## config.mk

```make
export PLATFORM = sky130hd
export DESIGN_NAME = i2c_master_bit_engine_top
export DESIGN_NICKNAME = d
export VERILOG_FILES = /design/src/rtl/i2cm_pkg.sv /design/src/rtl/i2cm_front.sv /design/src/rtl/i2cm_back.sv /design/src/rtl/i2c_master_bit_engine_top.sv
export SDC_FILE = /design/constraint.sdc
export NUM_CORES = 1
export LEC_CHECK = 0
export ABC_AREA = 1
export BUFFER_PORTS_ARGS = -buffer_cell sky130_fd_sc_hd__buf_2
export CORE_MARGIN = 10
export CORE_UTILIZATION = 65
export CTS_CLUSTER_SIZE = 28
export DETAILED_ROUTE_END_ITERATION = 8
export HOLD_SLACK_MARGIN = 0.03
export PLACE_DENSITY = 0.91
export SYNTH_ARGS = -nofsm -noshare
export SYNTH_HDL_FRONTEND = slang
export SYNTH_SLANG_ARGS = --single-unit
```

## constraint.sdc

```tcl
create_clock -name clk -period 5.9 [get_ports clk]
set_clock_uncertainty 0.2 [all_clocks]
set_input_delay 0.295 -clock clk [delete_from_list [all_inputs] [get_ports clk]]
set_output_delay 0.295 -clock clk [all_outputs]
set_load 0.01 [all_outputs]
```

## src/rtl/i2cm_pkg.sv

```systemverilog
// Shared types and constants for the I2C master bit engine.
// Used by i2cm_front, i2cm_back and i2c_master_bit_engine_top; no dependencies.
package i2cm_pkg;

    typedef enum logic [2:0] {
        CMD_NONE  = 3'd0,
        CMD_START = 3'd1,
        CMD_STOP  = 3'd2,
        CMD_WRITE = 3'd3,
        CMD_WAIT  = 3'd4,
        CMD_READ  = 3'd5
    } cmd_t;

    localparam logic [3:0] POLL_PHASE = 4'd2;

    localparam int TPU_W = 10;
    localparam int TMO_W = 8;
    localparam int CFG_W = 10;
    localparam int CFG_IDX_W = 1;
    localparam int DLY_W = 12;

    localparam logic [CFG_IDX_W-1:0] REG_TICKS_PER_US = 1'b0;
    localparam logic [CFG_IDX_W-1:0] REG_ACK_TIMEOUT  = 1'b1;

    localparam logic [TPU_W-1:0] TPU_RESET = 10'd1;
    localparam logic [TMO_W-1:0] TMO_RESET = 8'd250;

    localparam int Q_DEPTH = 2;

    typedef struct packed {
        logic [2:0] op;
        logic [7:0] data;
        logic       send_ack;
        logic       sda_in;
    } in_word_t;

    typedef struct packed {
        logic       scl;
        logic       sda_out;
        logic       sda_is_output;
        logic       busy_res;
        logic       done_res;
        logic [7:0] rx_byte;
        logic       nack_seen;
    } out_word_t;

    typedef struct packed {
        cmd_t       cmd;
        logic [7:0] data;
        logic       send_ack;
        logic       sda_in;
    } q_entry_t;

    typedef struct packed {
        logic     valid;
        q_entry_t entry;
    } q_head_t;

endpackage

```

## src/rtl/i2cm_front.sv

```systemverilog
// Front end: accepts input words, decodes the op into a command, queues them.
// Depends on i2cm_pkg.
module i2cm_front
    import i2cm_pkg::*;
#(
    parameter int DEPTH = Q_DEPTH
)
(
    input  logic     clk,
    input  logic     rst_n,
    input  logic     cmd_valid,
    output logic     cmd_stall,
    input  in_word_t cmd_word,
    output q_head_t  head,
    input  logic     pop
);

    localparam int PW = (DEPTH > 1) ? $clog2(DEPTH) : 1;
    localparam int CW = $clog2(DEPTH + 1);
    localparam logic [PW-1:0] LAST = PW'(DEPTH - 1);

    q_entry_t        mem_reg [DEPTH];
    logic [PW-1:0]   wr_ptr_reg, wr_ptr_next;
    logic [PW-1:0]   rd_ptr_reg, rd_ptr_next;
    logic [CW-1:0]   count_reg, count_next;
    logic            push;
    q_entry_t        entry;

    always_comb
    begin
        entry.data     = cmd_word.data;
        entry.send_ack = cmd_word.send_ack;
        entry.sda_in   = cmd_word.sda_in;
        case (cmd_word.op)
            CMD_START: entry.cmd = CMD_START;
            CMD_STOP:  entry.cmd = CMD_STOP;
            CMD_WRITE: entry.cmd = CMD_WRITE;
            CMD_WAIT:  entry.cmd = CMD_WAIT;
            CMD_READ:  entry.cmd = CMD_READ;
            default:   entry.cmd = CMD_NONE;
        endcase
    end

    assign cmd_stall = (count_reg == CW'(DEPTH));
    assign push      = cmd_valid && !cmd_stall;

    assign head.valid = (count_reg != '0);
    assign head.entry = mem_reg[rd_ptr_reg];

    always_comb
    begin
        wr_ptr_next = wr_ptr_reg;
        rd_ptr_next = rd_ptr_reg;
        count_next  = count_reg;
        if (push)
        begin
            wr_ptr_next = (wr_ptr_reg == LAST) ? '0 : wr_ptr_reg + 1'b1;
        end
        if (pop)
        begin
            rd_ptr_next = (rd_ptr_reg == LAST) ? '0 : rd_ptr_reg + 1'b1;
        end
        if (push && !pop)
        begin
            count_next = count_reg + 1'b1;
        end
        else if (pop && !push)
        begin
            count_next = count_reg - 1'b1;
        end
    end

    always_ff @(posedge clk or negedge rst_n)
    begin
        if (!rst_n)
        begin
            wr_ptr_reg <= '0;
            rd_ptr_reg <= '0;
            count_reg  <= '0;
        end
        else
        begin
            wr_ptr_reg <= wr_ptr_next;
            rd_ptr_reg <= rd_ptr_next;
            count_reg  <= count_next;
        end
    end

    always_ff @(posedge clk)
    begin
        if (push)
        begin
            mem_reg[wr_ptr_reg] <= entry;
        end
    end

`ifndef SYNTH
    a_count_bound: assert property (@(posedge clk) disable iff (!rst_n)
        count_reg <= CW'(DEPTH))
        else $error("queue count overflow");
    a_no_pop_empty: assert property (@(posedge clk) disable iff (!rst_n)
        pop |-> count_reg != '0)
        else $error("pop from empty queue");
    a_count_track: assert property (@(posedge clk) disable iff (!rst_n)
        (push && !pop) |=> count_reg == $past(count_reg) + 1'b1)
        else $error("queue count did not advance");
`endif

endmodule

```

## src/rtl/i2cm_back.sv

```systemverilog
// Back end: bus phase sequencer, config registers and result register.
// Depends on i2cm_pkg; takes words from i2cm_front.
module i2cm_back
    import i2cm_pkg::*;
(
    input  logic                 clk,
    input  logic                 rst_n,
    input  q_head_t              head,
    output logic                 pop,
    input  logic                 cfg_we,
    input  logic [CFG_IDX_W-1:0] cfg_index,
    input  logic [CFG_W-1:0]     cfg_wdata,
    output logic                 rsp_valid,
    input  logic                 rsp_stall,
    output out_word_t            rsp_word
);

    logic [TPU_W-1:0] tpu_reg;
    logic [TMO_W-1:0] tmo_reg;

    cmd_t             cmd_reg, cmd_next;
    logic [3:0]       phase_reg, phase_next;
    logic [3:0]       bit_reg, bit_next;
    logic [DLY_W-1:0] dly_reg, dly_next;
    logic [7:0]       poll_reg, poll_next;
    logic [7:0]       shift_reg, shift_next;
    logic             scl_reg, scl_next;
    logic             sda_reg, sda_next;
    logic             dir_reg, dir_next;
    logic             nack_reg, nack_next;
    logic             ack_lat_reg, ack_lat_next;
    logic [7:0]       rx_reg, rx_next;
    logic             done_next;

    logic             out_valid_reg, out_valid_next;
    out_word_t        out_word_reg, out_word_next;

    logic             run;
    logic [3:0]       run_ph;
    logic [3:0]       nxt;
    logic [2:0]       us;
    logic             fin;
    logic             poll;
    logic [TPU_W-1:0] tick;
    logic [DLY_W-1:0] prod;
    q_entry_t         e;

    assign e   = head.entry;
    assign pop = head.valid && (!out_valid_reg || !rsp_stall);
    assign tick = (tpu_reg == '0) ? TPU_W'(1) : tpu_reg;

    always_comb
    begin
        cmd_next     = cmd_reg;
        phase_next   = phase_reg;
        bit_next     = bit_reg;
        dly_next     = dly_reg;
        poll_next    = poll_reg;
        shift_next   = shift_reg;
        scl_next     = scl_reg;
        sda_next     = sda_reg;
        dir_next     = dir_reg;
        nack_next    = nack_reg;
        ack_lat_next = ack_lat_reg;
        rx_next      = rx_reg;
        done_next    = 1'b0;
        run          = 1'b0;
        run_ph       = 4'd0;
        nxt          = 4'd0;
        us           = 3'd0;
        fin          = 1'b0;
        poll         = 1'b0;
        prod         = '0;

        if (cmd_reg == CMD_NONE)
        begin
            if (e.cmd != CMD_NONE)
            begin
                cmd_next = e.cmd;
                if (e.cmd == CMD_WRITE)
                begin
                    shift_next = e.data;
                end
                if (e.cmd == CMD_READ)
                begin
                    ack_lat_next = e.send_ack;
                end
                run = 1'b1;
            end
        end
        else if (cmd_reg == CMD_WAIT && phase_reg == POLL_PHASE)
        begin
            if (!e.sda_in)
            begin
                scl_next  = 1'b0;
                nack_next = 1'b0;
                run       = 1'b1;
                run_ph    = 4'd5;
            end
            else if (poll_reg >= tmo_reg)
            begin
                nack_next = 1'b1;
                run       = 1'b1;
                run_ph    = 4'd3;
            end
            else
            begin
                poll_next = poll_reg + 1'b1;
            end
        end
        else
        begin
            if (dly_reg != '0)
            begin
                dly_next = dly_reg - 1'b1;
            end
            if (dly_next == '0)
            begin
                run    = 1'b1;
                run_ph = phase_reg;
            end
        end

        if (run)
        begin
            nxt = run_ph + 1'b1;
            case (cmd_next)
                CMD_START:
                begin
                    case (run_ph)
                        4'd0:
                        begin
                            dir_next = 1'b1;
                            sda_next = 1'b1;
                            scl_next = 1'b1;
                            us       = 3'd4;
                        end
                        4'd1:
                        begin
                            sda_next = 1'b0;
                            us       = 3'd4;
                        end
                        default:
                        begin
                            scl_next = 1'b0;
                            fin      = 1'b1;
                        end
                    endcase
                end
                CMD_STOP:
                begin
                    case (run_ph)
                        4'd0:
                        begin
                            scl_next = 1'b0;
                            dir_next = 1'b1;
                            sda_next = 1'b0;
                            us       = 3'd4;
                        end
                        4'd1:
                        begin
                            scl_next = 1'b1;
                            sda_next = 1'b1;
                            us       = 3'd4;
                        end
                        default:
                        begin
                            fin = 1'b1;
                        end
                    endcase
                end
                CMD_WRITE:
                begin
                    case (run_ph)
                        4'd0:
                        begin
                            scl_next = 1'b0;
                            dir_next = 1'b1;
                            bit_next = 4'd0;
                            sda_next = shift_next[7];
                            us       = 3'd2;
                            nxt      = 4'd2;
                        end
                        4'd1:
                        begin
                            sda_next = shift_next[3'd7 - bit_next[2:0]];
                            us       = 3'd2;
                        end
                        4'd2:
                        begin
                            scl_next = 1'b1;
                            us       = 3'd2;
                        end
                        4'd3:
                        begin
                            scl_next = 1'b0;
                            us       = 3'd2;
                            bit_next = bit_reg + 1'b1;
                            nxt      = (bit_next < 4'd8) ? 4'd1 : 4'd4;
                        end
                        default:
                        begin
                            sda_next = 1'b1;
                            fin      = 1'b1;
                        end
                    endcase
                end
                CMD_WAIT:
                begin
                    case (run_ph)
                        4'd0:
                        begin
                            scl_next  = 1'b0;
                            dir_next  = 1'b1;
                            sda_next  = 1'b1;
                            us        = 3'd1;
                            poll_next = 8'd0;
                        end
                        4'd1:
                        begin
                            dir_next = 1'b0;
                            scl_next = 1'b1;
                            us       = 3'd1;
                        end
                        4'd2:
                        begin
                            poll = 1'b1;
                        end
                        4'd3:
                        begin
                            scl_next = 1'b0;
                            dir_next = 1'b1;
                            sda_next = 1'b0;
                            us       = 3'd4;
                        end
                        4'd4:
                        begin
                            scl_next = 1'b1;
                            sda_next = 1'b1;
                            us       = 3'd4;
                        end
                        default:
                        begin
                            fin = 1'b1;
                        end
                    endcase
                end
                CMD_READ:
                begin
                    case (run_ph)
                        4'd0:
                        begin
                            scl_next   = 1'b0;
                            dir_next   = 1'b0;
                            bit_next   = 4'd0;
                            shift_next = 8'd0;
                            us         = 3'd2;
                            nxt        = 4'd2;
                        end
                        4'd1:
                        begin
                            scl_next = 1'b0;
                            us       = 3'd2;
                        end
                        4'd2:
                        begin
                            scl_next   = 1'b1;
                            shift_next = {shift_reg[6:0], e.sda_in};
                            bit_next   = bit_reg + 1'b1;
                            us         = 3'd1;
                            nxt        = (bit_next < 4'd8) ? 4'd1 : 4'd4;
                        end
                        4'd4:
                        begin
                            scl_next = 1'b0;
                            dir_next = 1'b1;
                            sda_next = !ack_lat_next;
                            us       = 3'd2;
                        end
                        4'd5:
                        begin
                            scl_next = 1'b1;
                            us       = 3'd2;
                        end
                        default:
                        begin
                            scl_next = 1'b0;
                            rx_next  = shift_next;
                            fin      = 1'b1;
                        end
                    endcase
                end
                default:
                begin
                    fin = 1'b1;
                end
            endcase

            case (us)
                3'd4:    prod = {tick, 2'b00};
                3'd2:    prod = {1'b0, tick, 1'b0};
                default: prod = {2'b00, tick};
            endcase

            if (fin)
            begin
                cmd_next   = CMD_NONE;
                phase_next = 4'd0;
                dly_next   = '0;
                done_next  = 1'b1;
            end
            else if (poll)
            begin
                phase_next = run_ph;
            end
            else
            begin
                phase_next = nxt;
                dly_next   = (prod == '0) ? DLY_W'(1) : prod;
            end
        end
    end

    always_comb
    begin
        out_word_next.scl           = scl_next;
        out_word_next.sda_out       = sda_next;
        out_word_next.sda_is_output = dir_next;
        out_word_next.busy_res      = (cmd_next != CMD_NONE);
        out_word_next.done_res      = done_next;
        out_word_next.rx_byte       = rx_next;
        out_word_next.nack_seen     = nack_next;
        if (pop)
        begin
            out_valid_next = 1'b1;
        end
        else if (!rsp_stall)
        begin
            out_valid_next = 1'b0;
        end
        else
        begin
            out_valid_next = out_valid_reg;
        end
    end

    always_ff @(posedge clk or negedge rst_n)
    begin
        if (!rst_n)
        begin
            tpu_reg <= TPU_RESET;
            tmo_reg <= TMO_RESET;
        end
        else if (cfg_we)
        begin
            case (cfg_index)
                REG_TICKS_PER_US: tpu_reg <= cfg_wdata[TPU_W-1:0];
                REG_ACK_TIMEOUT:  tmo_reg <= cfg_wdata[TMO_W-1:0];
                default:          tpu_reg <= tpu_reg;
            endcase
        end
    end

    always_ff @(posedge clk or negedge rst_n)
    begin
        if (!rst_n)
        begin
            cmd_reg       <= CMD_NONE;
            phase_reg     <= 4'd0;
            bit_reg       <= 4'd0;
            dly_reg       <= '0;
            poll_reg      <= 8'd0;
            shift_reg     <= 8'd0;
            scl_reg       <= 1'b1;
            sda_reg       <= 1'b1;
            dir_reg       <= 1'b1;
            nack_reg      <= 1'b0;
            ack_lat_reg   <= 1'b0;
            rx_reg        <= 8'd0;
            out_valid_reg <= 1'b0;
        end
        else
        begin
            out_valid_reg <= out_valid_next;
            if (pop)
            begin
                cmd_reg     <= cmd_next;
                phase_reg   <= phase_next;
                bit_reg     <= bit_next;
                dly_reg     <= dly_next;
                poll_reg    <= poll_next;
                shift_reg   <= shift_next;
                scl_reg     <= scl_next;
                sda_reg     <= sda_next;
                dir_reg     <= dir_next;
                nack_reg    <= nack_next;
                ack_lat_reg <= ack_lat_next;
                rx_reg      <= rx_next;
            end
        end
    end

    always_ff @(posedge clk)
    begin
        if (pop)
        begin
            out_word_reg <= out_word_next;
        end
    end

    assign rsp_valid = out_valid_reg;
    assign rsp_word  = out_word_reg;

`ifndef SYNTH
    a_idle_no_delay: assert property (@(posedge clk) disable iff (!rst_n)
        cmd_reg == CMD_NONE |-> dly_reg == '0)
        else $error("delay pending while idle");
    a_delay_armed: assert property (@(posedge clk) disable iff (!rst_n)
        (cmd_reg != CMD_NONE && !(cmd_reg == CMD_WAIT && phase_reg == POLL_PHASE))
        |-> dly_reg != '0)
        else $error("active phase without delay");
    a_bit_bound: assert property (@(posedge clk) disable iff (!rst_n)
        bit_reg <= 4'd8)
        else $error("bit index out of range");
    a_no_overwrite: assert property (@(posedge clk) disable iff (!rst_n)
        pop |-> !(out_valid_reg && rsp_stall))
        else $error("result overwritten while stalled");
`endif

endmodule

```

## src/rtl/i2c_master_bit_engine_top.sv

```systemverilog
// I2C master bit engine: one word per bus tick in, one line-state word out.
// Channels: cmd_valid/cmd_stall/cmd_word in, rsp_valid/rsp_stall/rsp_word out.
// Each accepted word (op, data, send_ack, sampled sda_in) is one tick of the
// bus sequencer and yields exactly one result word with the SCL/SDA drive
// levels, busy, done pulse, last received byte and nack flag after that tick.
// A command op is taken only while the engine is idle; otherwise it is ignored.
// Each word is stored in the input queue; once taken, its result is registered.
// Throughput: one word per cycle while rsp_stall is low; the phase sequencer
// evaluates one tick per word taken, and the two-entry input queue keeps input
// and output stalls apart. With a result pending and rsp_stall high, the result
// register holds, the sequencer pauses and the queue fills, then cmd_stall rises.
// Config: cfg_we writes cfg_wdata into ticks_per_us (index 0) or ack_timeout
// (index 1); write only while idle.
// Reset (rst_n low, async): engine idle, SCL high, SDA driven high, queue
// empty, ticks_per_us 1, ack_timeout 250.
module i2c_master_bit_engine_top
    import i2cm_pkg::*;
#(
    parameter int QUEUE_DEPTH = Q_DEPTH
)
(
    input  logic                 clk,
    input  logic                 rst_n,
    input  logic                 cmd_valid,
    output logic                 cmd_stall,
    input  in_word_t             cmd_word,
    output logic                 rsp_valid,
    input  logic                 rsp_stall,
    output out_word_t            rsp_word,
    input  logic                 cfg_we,
    input  logic [CFG_IDX_W-1:0] cfg_index,
    input  logic [CFG_W-1:0]     cfg_wdata
);

    q_head_t head;
    logic    pop;

    i2cm_front #(
        .DEPTH (QUEUE_DEPTH)
    ) u_front (
        .clk       (clk),
        .rst_n     (rst_n),
        .cmd_valid (cmd_valid),
        .cmd_stall (cmd_stall),
        .cmd_word  (cmd_word),
        .head      (head),
        .pop       (pop)
    );

    i2cm_back u_back (
        .clk       (clk),
        .rst_n     (rst_n),
        .head      (head),
        .pop       (pop),
        .cfg_we    (cfg_we),
        .cfg_index (cfg_index),
        .cfg_wdata (cfg_wdata),
        .rsp_valid (rsp_valid),
        .rsp_stall (rsp_stall),
        .rsp_word  (rsp_word)
    );

endmodule
```

==> summary.md <==
| Metric | Value |
|---|---|
| Outcome | `finished clean` |
| Vias/cell | `6.07` |
| DRC Markers | `0` |
| Syn_nets | `940` |
| Chip Height | `124 µm` |
| Crit start category | `flop` |
| Largest cells by area after synthesis | `dfrtp_1 (23%), edfxtp_1 (17%), nand2_1 (12%), o21ai_0 (5.9%), inv_1 (5.6%)` |
| Max_cap viols | `0` |
| First-pass GRT wire length | `31200 µm` |
| Post-synth EDFFs | `40` |
| IO Pins | `45` |
| Yosys warns | `0` |
| Top delay family on crit path | `simple AND/OR/NAND/NOR gates` |
| DRT Pass-1 Iters | `6` |
| Maximum VDD drop | `491 µV` |
| Gr usage total | `0.258` |
| ANT nets after route | `0` |
| Final net count | `1005` |
| Max reg flops | `26` |
| Worst EP arrival | `4680 ps` |
| Unrepaired setup endpoints after global routing | `no` |
| Buf/Inv on CP | `3` |
| Initial antenna violation count | `0` |
| Core area | `10400 µm²` |
| Reg clk slew, reported paths | `60 ps` |
| Vias in the first global route | `6338` |
| Hold WC Path Type | `in2reg` |
| Rows | `37` |
| Most used DFF post-synth | `dfrtp_1` |
| Max Clk Rate | `0.225 GHz` |
| Clock Tree Buf Depth | `2` |
| Fraction of registers with async set/reset | `0.652` |
| Cell area after synthesis | `7030 µm²` |
| Critical-path cell list | `inv_1 -> ha_1 -> nand2_4 -> nor2_8 -> nand2_4 -> inv_1 -> o21bai_1 -> nand2_1 -> nor2_1 -> nand2_2 -> nand2_4 -> o211ai_1 -> a21oi_1 -> inv_1 -> ha_1 -> o21ai_0 -> nand3_1 -> nor2_2 -> nand2_1 -> o21ai_1 -> nand2_1 -> o21ai_0` |
| Final worst-path cycle share | `0.753` |
| Die area | `15400 µm²` |
| Synth-to-Final Area Change | `15.7%` |
| Slew HR | `0.229` |
| Gr ovfl total | `0` |
| Synth area leader | `dfrtp_1` |
| Final cell count without fillers | `1107` |
| Root buffer cell | `clkbuf_8` |
| Port bufs | `44` |
| Commonest cells post-synth | `nand2_1 (223), inv_1 (104), nor2_1 (86), o21ai_0 (83), dfrtp_1 (65)` |
| Worst slew pin tran | `1150 ps` |
| Final Hold Fails | `0` |
| Clock sink count | `115` |
| Slew Limit Fails | `0` |
| Slowest CP cell | `nor2_2` |
| Die Width | `124 µm` |
| Register bit total from synthesis | `115` |
| Post-Synthesis Cells | `893` |
| Worst skew pair latency | `530 ps` |
| Starting density of the core | `0.675` |
| Final setup fails | `0` |
| Setup TNS | `0 ps` |
| Mean Syn Cell Area | `7.87 µm²` |
| Leakage | `3.87 nW` |
| Total wire length | `19500 µm` |
| Post-route minimum period | `4440 ps` |
| Yosys cell types | `59` |
| First DRT Iteration DRCs | `977` |
| Worst setup EP type | `flop` |
| Share of cells above drive strength 1 | `0.154` |
| CTS tree | `yes` |
| Placed cells | `1050` |
| Post-synthesis sequential area ratio | `0.440` |
| Worst-path fanout max | `16` |
| Critical path's largest stage delay | `470 ps` |
| Largest net degree at the start of global routing | `76` |
| Power Dens Cells | `550 nW/µm²` |
| Fillers | `682` |
| Crit path kind | `reg2reg` |
| Critical Path RT | `6130 ps` |
| Final HPWL DP | `11900 µm` |
| Top cell type's share of synthesized area | `0.231` |
| Routed length per placed instance | `17.6 µm` |
| Cts bufs inserted | `17` |
| # diodes | `0` |
| Most frequent cell after synthesis | `nand2_1` |
| H-tree levels | `4` |
| Via count | `6719` |
| GPL Wtd Cong | `1.04` |
==> path summary, 6_finish.rpt <==
check	startpoint	to	slack [ps]	depth (start not counted)
hold reg to reg	u_back.scl_reg$_DFFE_PN1P_	u_back.scl_reg$_DFFE_PN1P_	270	2
max in group asynchronous	rst_n	u_back.dly_reg[1]$_DFFE_PN0P_	4570	2
hold / removal	cfg_we	u_back.tmo_reg[5]$_DFFE_PN1P_	130	4
min in group asynchronous	rst_n	u_back.shift_reg[5]$_DFFE_PN0P_	270	2
setup / recovery	u_back.dly_reg[0]$_DFFE_PN0P_	u_back.rx_reg[6]$_DFFE_PN0P_	1460	22
setup reg to reg	u_back.dly_reg[0]$_DFFE_PN0P_	u_back.rx_reg[6]$_DFFE_PN0P_	1460	22
==> worst min-delay path, delay by kind of cell <==
| family | cells | cell delay (ps) |
|---|---|---|
| buffers and inverters | 1 | 90 |
| AND/OR/NAND/NOR | 2 | 400 |
| AO/OA/AOI/OAI | 1 | 70 |
==> cell families after synthesis <==
kind of cell    synth area share
buf+inv                   0.0808
simple gates               0.282
flops                      0.440
mux                      0.00570
fa+ha+maj                 0.0320
compound gates             0.146
xor+xnor                  0.0137
==> routing by layer <==
layer | global-route usage | wire (µm)
met3 | 0.0480 | 1790
met2 | 0.416 | 9130
met4 | 0.132 | 836
met5 | 0 | 0
met1 | 0.326 | 7700
==> through the flow <==
stage	hold slack [ps]	cell area, µm²	util	setup WS [ps]	power, W
global placement	257	7310	0.702	1660	0.00328
detailed placement	266	7310	0.702	1600	0.00333
global route	179	8130	0.781	1060	0.00476
CTS	43.2	8130	0.781	1540	0.00438
floorplan	-201	7030	-	2160	0.00285
finish	131	8130	0.781	1460	0.00447
==> what timing repair did <==
action                                 CTS  global route
resized for setup                        0             0
buffers inserted                         0             0
hold buffers                            25             0
endpoints found under the hold margin  110             0
==> report_power, final <==
part           leakage (nW)  internal (W)  switching (W)  total [W]
registers              1.29       0.00115       0.000219    0.00137
clock network         0.267      0.000603       0.000404    0.00101
logic                  2.32      0.000633        0.00146    0.00210
==> final cells by class <==
| type | instances | area, µm² | area share |
|---|---|---|---|
| sequential | 115 | 3090 | 0.380 |
| clock buffer | 17 | 414 | 0.0509 |
| inverter | 118 | 445 | 0.0548 |
| timing repair buffer | 70 | 480 | 0.0591 |
| multi-input combinational | 636 | 3380 | 0.415 |
| tap | 136 | 170 | 0.0209 |
| clock inverter | 15 | 155 | 0.0191 |
==> layout by cell type, fill, tap and decap left out, types with 7 or more instances in the layout <==
| cell | synthesis | routed |
|---|---|---|
| clkbuf_16 | 0 | 16 |
| inv_1 | 104 | 104 |
| inv_2 | 12 | 13 |
| a21oi_1 | 35 | 35 |
| nand2_1 | 223 | 223 |
| nor2_2 | 10 | 10 |
| xor2_1 | 8 | 8 |
| buf_2 | 5 | 43 |
| nand4_1 | 12 | 12 |
| nor2_1 | 86 | 86 |
| dfstp_2 | 10 | 10 |
| edfxtp_1 | 40 | 40 |
| o22ai_1 | 8 | 8 |
| dlygate4sd3_1 | 0 | 25 |
| o21ai_0 | 83 | 83 |
| nand3_1 | 48 | 48 |
| ha_1 | 18 | 18 |
| dfrtp_1 | 65 | 65 |
| nor3_1 | 7 | 7 |
| a221oi_1 | 8 | 8 |
| nand2_4 | 7 | 7 |
| nand2_2 | 7 | 7 |
Power figures use the tool's default switching activity.
